==> src/rtl/gco_pkg.sv <==
`default_nettype none

package gco_pkg;

   localparam int GENE_WIDTH   = 32;
   localparam int MAX_GENES    = 1024;
   localparam int POS_WIDTH    = $clog2(MAX_GENES);
   localparam int CUT_WIDTH    = 10;
   localparam int WEIGHT_WIDTH = 16;
   localparam int MODE_WIDTH   = 3;

   localparam int REQ_DATA_BITS  = 2 * GENE_WIDTH + 2 * CUT_WIDTH + 3 + WEIGHT_WIDTH;
   localparam int REQ_DATA_WIDTH = ((REQ_DATA_BITS + 7) / 8) * 8;
   localparam int RSP_DATA_WIDTH = ((GENE_WIDTH + 7) / 8) * 8;

   localparam logic [POS_WIDTH-1:0] POS_LAST = POS_WIDTH'(MAX_GENES - 1);

   localparam logic [MODE_WIDTH-1:0] MODE_ONE_POINT = 3'd0;
   localparam logic [MODE_WIDTH-1:0] MODE_TWO_POINT = 3'd1;
   localparam logic [MODE_WIDTH-1:0] MODE_UNIFORM   = 3'd2;
   localparam logic [MODE_WIDTH-1:0] MODE_FLAT      = 3'd3;
   localparam logic [MODE_WIDTH-1:0] MODE_DISCRETE  = 3'd4;

   typedef struct packed {
      logic signed [GENE_WIDTH-1:0] first_gene;
      logic signed [GENE_WIDTH-1:0] second_gene;
      logic [CUT_WIDTH-1:0]         cut_a;
      logic [CUT_WIDTH-1:0]         cut_b;
      logic                         pick_second;
      logic                         bit_a;
      logic                         bit_b;
      logic [WEIGHT_WIDTH-1:0]      weight;
      logic                         last;
      logic [POS_WIDTH-1:0]         position;
   } gco_item_type;

endpackage

`default_nettype wire

==> src/rtl/genetic_crossover_unit_core.sv <==
`default_nettype none

// Streaming crossover of two parent genomes, one child gene per parent pair.
// req_ carries both parent genes plus the random draws for that gene; tlast
// marks the final gene of a genome and restarts the position counter.
// rsp_ returns the child gene with tlast copied from the request.
// csr_wr_en/csr_wr_data set the crossover mode; write only while idle.
// The request is taken into the input register, then the operator logic,
// with one 17x33 multiply, feeds the result register that drives rsp_.
// Throughput: one gene per cycle while rsp_tready is high, set by the
// two-stage register pipeline; each stage moves when the one after it is
// empty or draining.
// A stalled rsp_tready holds the result; one more request is taken into the
// input register, then req_tready drops until the response is transferred.
// Reset (synchronous) empties both stages, clears the position counter and
// sets the mode to one-point.
module genetic_crossover_unit_core (
   input  wire logic                                 clock,
   input  wire logic                                 reset,
   // [31:0] first_parent_gene, [63:32] second_parent_gene, [73:64] cut_draw_a,
   // [83:74] cut_draw_b, [84] pick_second_child, [85] gene_bit_a,
   // [86] gene_bit_b, [102:87] blend_weight, [103] zero pad
   input  wire logic [gco_pkg::REQ_DATA_WIDTH-1:0]   req_tdata,
   input  wire logic                                 req_tlast,
   input  wire logic                                 req_tvalid,
   output logic                                      req_tready,
   // [31:0] child_gene
   output logic [gco_pkg::RSP_DATA_WIDTH-1:0]        rsp_tdata,
   output logic                                      rsp_tlast,
   output logic                                      rsp_tvalid,
   input  wire logic                                 rsp_tready,
   input  wire logic                                 csr_wr_en,
   input  wire logic [gco_pkg::MODE_WIDTH-1:0]       csr_wr_data
);
   import gco_pkg::*;

   localparam int OFS_B    = GENE_WIDTH;
   localparam int OFS_CA   = 2 * GENE_WIDTH;
   localparam int OFS_CB   = OFS_CA + CUT_WIDTH;
   localparam int OFS_PICK = OFS_CB + CUT_WIDTH;
   localparam int OFS_W    = OFS_PICK + 3;

   logic [MODE_WIDTH-1:0]        mode_ff;
   logic [POS_WIDTH-1:0]         pos_ff, pos_in;
   gco_item_type                 item_ff, item_in;
   logic                         item_valid_ff;
   logic signed [GENE_WIDTH-1:0] child_gene;
   logic [GENE_WIDTH-1:0]        child_ff;
   logic                         child_last_ff;
   logic                         rsp_valid_ff;
   logic                         stage_move;
   logic                         req_xfer;

   always_comb begin
      stage_move = !rsp_valid_ff || rsp_tready;
      req_tready = !item_valid_ff || stage_move;
      req_xfer   = req_tvalid && req_tready;

      item_in.first_gene  = $signed(req_tdata[GENE_WIDTH-1:0]);
      item_in.second_gene = $signed(req_tdata[OFS_B +: GENE_WIDTH]);
      item_in.cut_a       = req_tdata[OFS_CA +: CUT_WIDTH];
      item_in.cut_b       = req_tdata[OFS_CB +: CUT_WIDTH];
      item_in.pick_second = req_tdata[OFS_PICK];
      item_in.bit_a       = req_tdata[OFS_PICK + 1];
      item_in.bit_b       = req_tdata[OFS_PICK + 2];
      item_in.weight      = req_tdata[OFS_W +: WEIGHT_WIDTH];
      item_in.last        = req_tlast;
      item_in.position    = pos_ff;

      if (req_tlast || pos_ff == POS_LAST) begin
         pos_in = '0;
      end else begin
         pos_in = pos_ff + 1'b1;
      end
   end

   always_ff @(posedge clock) begin
      if (reset) begin
         mode_ff <= MODE_ONE_POINT;
      end else if (csr_wr_en) begin
         mode_ff <= csr_wr_data;
      end
   end

   always_ff @(posedge clock) begin
      if (reset) begin
         pos_ff        <= '0;
         item_valid_ff <= 1'b0;
         rsp_valid_ff  <= 1'b0;
      end else begin
         if (req_xfer) begin
            pos_ff <= pos_in;
         end
         if (req_tready) begin
            item_valid_ff <= req_tvalid;
         end
         if (stage_move) begin
            rsp_valid_ff <= item_valid_ff;
         end
      end
   end

   always_ff @(posedge clock) begin
      if (req_xfer) begin
         item_ff <= item_in;
      end
      if (stage_move && item_valid_ff) begin
         child_ff      <= child_gene;
         child_last_ff <= item_ff.last;
      end
   end

   gco_operator u_operator (
      .item       (item_ff),
      .mode       (mode_ff),
      .child_gene (child_gene)
   );

   assign rsp_tdata  = RSP_DATA_WIDTH'(child_ff);
   assign rsp_tlast  = child_last_ff;
   assign rsp_tvalid = rsp_valid_ff;

endmodule

`default_nettype wire

==> src/rtl/gco_operator.sv <==
`default_nettype none

module gco_operator (
   input  wire gco_pkg::gco_item_type              item,
   input  wire logic [gco_pkg::MODE_WIDTH-1:0]     mode,
   output logic signed [gco_pkg::GENE_WIDTH-1:0]   child_gene
);
   import gco_pkg::*;

   logic                         one_swap;
   logic                         two_swap;
   logic [CUT_WIDTH-1:0]         cut_lo;
   logic [CUT_WIDTH-1:0]         cut_hi;
   logic signed [GENE_WIDTH:0]   diff;
   logic signed [GENE_WIDTH+WEIGHT_WIDTH+1:0] prod;
   logic signed [GENE_WIDTH:0]   blend_sum;
   logic signed [GENE_WIDTH-1:0] c1;
   logic signed [GENE_WIDTH-1:0] c2;

   always_comb begin
      one_swap = item.position >= item.cut_a;
      cut_lo   = (item.cut_a < item.cut_b) ? item.cut_a : item.cut_b;
      cut_hi   = (item.cut_a < item.cut_b) ? item.cut_b : item.cut_a;
      two_swap = (item.position >= cut_lo) && (item.position < cut_hi);

      // arithmetic shift of the signed product gives the floor
      diff      = {item.first_gene[GENE_WIDTH-1], item.first_gene}
                - {item.second_gene[GENE_WIDTH-1], item.second_gene};
      prod      = $signed({1'b0, item.weight}) * diff;
      blend_sum = {item.second_gene[GENE_WIDTH-1], item.second_gene}
                + prod[GENE_WIDTH+WEIGHT_WIDTH:WEIGHT_WIDTH];

      c1 = item.first_gene;
      c2 = item.second_gene;
      child_gene = item.first_gene;
      unique case (mode)
         MODE_ONE_POINT: begin
            c1 = one_swap ? item.second_gene : item.first_gene;
            c2 = one_swap ? item.first_gene : item.second_gene;
            child_gene = item.pick_second ? c2 : c1;
         end
         MODE_TWO_POINT: begin
            c1 = two_swap ? item.second_gene : item.first_gene;
            c2 = two_swap ? item.first_gene : item.second_gene;
            child_gene = item.pick_second ? c2 : c1;
         end
         MODE_UNIFORM: begin
            c1 = item.bit_a ? item.second_gene : item.first_gene;
            c2 = item.bit_b ? item.first_gene : item.second_gene;
            child_gene = item.pick_second ? c2 : c1;
         end
         MODE_FLAT: begin
            child_gene = blend_sum[GENE_WIDTH-1:0];
         end
         MODE_DISCRETE: begin
            child_gene = item.bit_a ? item.first_gene : item.second_gene;
         end
         default: begin
            child_gene = item.first_gene;
         end
      endcase
   end

endmodule

`default_nettype wire
==> config.mk <==
export PLATFORM = sky130hd
export DESIGN_NAME = genetic_crossover_unit_core
export DESIGN_NICKNAME = d
export VERILOG_FILES = /design/src/rtl/gco_pkg.sv /design/src/rtl/genetic_crossover_unit_core.sv /design/src/rtl/gco_operator.sv
export SDC_FILE = /design/constraint.sdc
export NUM_CORES = 2
export LEC_CHECK = 0
export CORE_ASPECT_RATIO = 1.5
export CORE_MARGIN = 10
export CORE_UTILIZATION = 58
export DETAILED_ROUTE_END_ITERATION = 6
export DONT_BUFFER_PORTS = 1
export GPL_TIMING_DRIVEN = 0
export HOLD_SLACK_MARGIN = 0.02
export PLACE_DENSITY = 0.74
export SLEW_MARGIN = 0
export SYNTH_ARGS = -nofsm -noshare
export SYNTH_HDL_FRONTEND = slang
export SYNTH_SLANG_ARGS = --single-unit
==> constraint.sdc <==
create_clock -name clock -period 17.65 [get_ports clock]
set_clock_uncertainty 0.2 [all_clocks]
set_input_delay 0.8825 -clock clock [delete_from_list [all_inputs] [get_ports clock]]
set_output_delay 0.8825 -clock clock [all_outputs]
set_load 0.005 [all_outputs]
# After elaboration in Yosys (flattened, before gate mapping)
# Cells that the tools add are included.
# word_totals
reg_bits,162
input_bits,113
out_inout_bits,35
elab_cells,52
# classes
add_sub_neg,3
multipliers,1
n_lt_le_gt_ge,4
n_eq_ne,5
n_mux,14
n_reduce_logical,9
# ops
cell,count
2-to-1 mux 32 bit,10
case mux 32 bit (5 select lines),1
multiplier 17 x 33 -> 48 bit,1
subtractor 32 x 32 -> 33 bit,1
adder 32 bit,1
2-to-1 mux 10 bit,3
>= comparator 10 bit,2
< comparator 10 bit,2
adder 10 x 1 -> 10 bit (second input constant),1
equality test 10 bit (second input constant),1
equality test 3 x 2 -> 1 bit (second input constant),2
equality test 3 x 1 -> 1 bit (second input constant),1
equality test 3 bit (second input constant),1
logical AND 1 bit,3
zero test 3 bit,1
logical OR 1 bit,3
zero test 1 bit,2

# Depth between registers and ports, before layout
# depth
depth_word,7
ltp_mapped,46
ltp_nobuf,45

# Cells and area by module
# A second synthesis with hierarchy kept.
# hier_totals
cells_unflattened,3389
area_unflattened_um2,30504.3
# by_module_without_submodules
module,n_inst,cells_per_inst,area_per_inst_um2,seq_area_each_um2
gco_operator,1,3168,25386.8,0.0
genetic_crossover_unit_core,1,221,5117.4,4714.5

# Worst setup path after synthesis
# OpenSTA, ideal clock, no wires.
# synth_timing
path_type,reg2reg
start,register item_ff[50] (netlist bit)
end,"register child_ff[24], in the netlist rsp_tdata[24] (data pin)"
setup_time_ns,0.263
t_arrival_ns,9.898
required_time_ns,17.187
slack_ns,7.289
path_stages_with_launch,43
n_path_buf,2
synth_period_minus_slack_ns,10.361
path_cell_list,edfxtp_1 > ha_1 > fa_1 > nor2b_1 > o31ai_2 > a21oi_1 > o21a_1 > nor2_1 > o21ai_0 > a21o_1 > a21oi_1 > xnor2_1 > clkbuf_1 > nand2_1 > fa_1 > fa_1 > fa_1 > fa_1 > [... 7 more ...] > o31ai_1 > nor3_1 > o21ai_0 > nand2b_1 > a21oi_1 > o21ai_1 > xor2_1 > ha_1 > clkbuf_1 > o21a_1 > o21a_1 > o221a_2 > a211oi_2 > o21ai_1 > a311o_1 > a31oi_1 > a21oi_1 > a2bb2oi_1
# synth_via
elab_chain_cells,4
# synth_rtl
item,line_no,rtl
"start, declared",genetic_crossover_unit_core.sv:45,"gco_item_type item_ff, item_in;"
"start signal, assigned",genetic_crossover_unit_core.sv:105,item_ff <= item_in;
subtractor 32 x 32 -> 33 bit,gco_operator.sv:28,"- {item.second_gene[GENE_WIDTH-1], item.second_gene};"
multiplier 17 x 33 -> 48 bit,gco_operator.sv:29,"prod = $signed({1'b0, item.weight}) * diff;"
adder 32 bit (*),gco_operator.sv:31,+ prod[GENE_WIDTH+WEIGHT_WIDTH:WEIGHT_WIDTH];
case mux 32 bit (5 select lines) (*),gco_operator.sv:36,unique case (mode)
via child_gene[24],genetic_crossover_unit_core.sv:47,logic signed [GENE_WIDTH-1:0] child_gene;
"end signal, assigned",genetic_crossover_unit_core.sv:108,child_ff <= child_gene;
"end, declared",genetic_crossover_unit_core.sv:48,logic [GENE_WIDTH-1:0] child_ff;
# Mark *: on every way through the listed nets, which the timed path passes. The rest lies on a longest branch.
# A chain may end at the register's enable or synchronous reset.

# Worst setup path in the final report
# layout_timing
start,register item_ff[50] (netlist bit)
end,"register child_ff[23], in the netlist rsp_tdata[23] (data pin)"
# The elaborated chain is that of the path after synthesis.

==> flow_summary.toml <==
[clocking]
cts_tree = "built"
cts_buffers = 17
holdBufCountCts = 0
htree_levels = 4
clkTransAtPathRegs_ns = 0.08
clock_path_buffers = 2
cts_post_setup_buffers_inserted = 0
ctsRootBufferMaster = "clkbuf_16"
clkSinkCount = 162
clock_latency_ns = 0.48
cts-resized-gates = 0

[grt]
grt_pass1_wl_um = 145000
antenna_found_initial = 2
grt_pass1_vias = 25470
grtUsageTotal_pct = 32.0
grt_max_degree = 86
grt-ovfl-total = 0

[drt]
drc = 0
wirelength_um = 94100
wl_per_cell_um = 24.0
via_per_inst = 5.97
ant_nets = 0
first_pass_iters = 6
num_vias = 23433
drt_iter0_drc = 1760

[synthesis]
synth-seq-area-share_pct = 16.1
synth_ff_type = "edfxtp_1"
synthArstFlopShare_pct = 0
avgSynthCellArea_um2 = 9.09
synth-edff-count = 147
synthCells = 3225
synth-seq-cells = 162
synth_cell_types = 77
ys_warn_count = 0
syn-cell-area_mm2 = 0.0293
synth_nets = 4044

[setup_path]
cpMaxStageDelayCell = "o31ai_1"
r2r_cells = 43
slowest_delay_ns = 0.68
critPathKind = "flop to flop"
arrival_ns = 13.42
cp_max_fo = 10
end_kind = "flop"
r2r-end = "rsp_tdata[23]"
crit_path_start = "item_ff[50]"
rr_startpoint = "item_ff[50]"
cp-start-kind = "flop"
cp-endpoint = "rsp_tdata[23]"
cp_common_cell = "fa_1"
worstPathRequired_ns = 17.66
r2r_slack_ns = 4.25

[run_status]
status = "finished clean"

[worst_hold_path]
min-delay-start = "item_ff[10]"
hold_class = "flop to flop"

[timing]
finalHoldViolCount = 0
fmaxAchievable_mhz = 74.6
setup_viol = 0
final.min_clock_period_ns = 13.40
rsz0062_at_grt = "no"
setup_tns_ns = 0
relSlewSlack_pct = 8.27
fin_crit_sh_pct = 75.9
finalWorstSetupSlack_ns = 4.25
final-max-slew-violation-count = 0
tightest_slew_ns = 1.37

[floorplan]
die_h_um = 295
initial_core_util_pct = 58.9
ios = 148
die_area_mm2 = 0.0601
rows = 100
chipWidth_um = 204
core_area_mm2 = 0.0498

[finish]
final_cell_mix = "inv_1, fa_1, nand2_1"
final_layout_size_suffix_gt1_share_pct = 2.67
synthToLayoutAreaGrowth_pct = 5.15
final_common_cell = "inv_1"
fill_cells = 4361
fin_nets = 4065

[placed_design]
gp_congestion = 1.01
place_ws_ns = 4.55
io_buffers = 0
dp_hpwl_um = 78000

[run]
cap_violations = 0
[cell usage after synthesis, types with 21 or more instances]
cell type / count / area [um2]
ha_1: 215 / 2690
xor2_1: 30 / 263
xnor2_1: 60 / 526
mux2i_1: 47 / 470
nor3_1: 28 / 140
a21oi_1: 169 / 846
fa_1: 491 / 9830
nand2b_1: 26 / 163
o21a_1: 32 / 240
edfxtp_1: 147 / 4410
nor2_1: 128 / 480
inv_1: 650 / 2440
nor2b_1: 38 / 238
a211oi_1: 21 / 158
nand2_1: 360 / 1350
o21ai_0: 143 / 716
a21o_1: 29 / 218
clkbuf_1: 106 / 398
and2_1: 241 / 1510
[cells by family after synthesis]
logic type               Yosys count  share of synthesized area, %
flip-flops                       162                          16.1
AND/OR/NAND/NOR                  886                          14.7
XOR/XNOR                          93                          2.85
buffers and inverters            782                          10.2
AO/OA/AOI/OAI                    534                          11.4
multiplexers                      62                          2.18
adder cells (fa/ha/maj)          706                          42.7
[registers in the layout, summed over array words and instances, names as in the netlist]
| name | flops |
|---|---|
| item_ff | 114 |
| rsp_tdata | 32 |
| pos_ff | 10 |
| mode_ff | 3 |
| item_valid_ff | 1 |
| rsp_tlast | 1 |
| rsp_tvalid | 1 |
[area by class of cell]
type | count | area (um2) | area share [%]
sequential | 162 | 4710 | 15.3
buffer | 131 | 544 | 1.76
tap | 663 | 830 | 2.69
timing repair buffer | 2 | 55.1 | 0.179
inverter | 651 | 2450 | 7.94
multi-input combinational | 2281 | 21600 | 70.2
clock inverter | 13 | 153 | 0.495
antenna | 2 | 5.00 | 0.0162
clock buffer | 19 | 454 | 1.47
[worst max-delay path: cells and delay by family (launching register included)]
| family | cells | cell delay [ns] |
|---|---|---|
| and+or+nand+nor | 9 | 1.87 |
| AOI/OAI and AO/OA | 16 | 4.18 |
| adders and majority gates | 10 | 4.34 |
| xor gates and xnor gates | 3 | 1.09 |
| DFF | 1 | 0.50 |
| buffers and inverters | 5 | 0.95 |
[how the worst min path moves through the flow]
stage	end	slack (ns)	cells past startpoint
final	rsp_tlast	0.25	0
after global routing	rsp_tlast	0.26	0
after CTS	rsp_tlast	0.25	0
after detailed placement	rsp_tlast	0.22	0
after global placement	rsp_tlast	0.21	0
after floorplan	rsp_tlast	0.20	0
[metal layers]
layer	wire length, um	GRT usage (%)	vias up
li1	-	-	10261
met3	6820	5.82	384
met5	0	0	-
met1	31800	33.9	11645
met2	47400	55.4	1143
met4	8050	25.1	0
[through the flow]
step	hold WS [ns]	util (%)	area, um2	std cells
finish	0.246	61.9	30800	3924
global route	0.256	61.9	30800	3922
CTS	0.247	61.9	30800	3922
detailed placement	0.223	60.7	30200	3890
global placement	0.211	60.6	30200	3888
floorplan	0.200	-	29300	3225
Power is left out: the tool's default activity adds up to more than one toggle a clock period on the data nets, which glitch-free logic cannot reach.
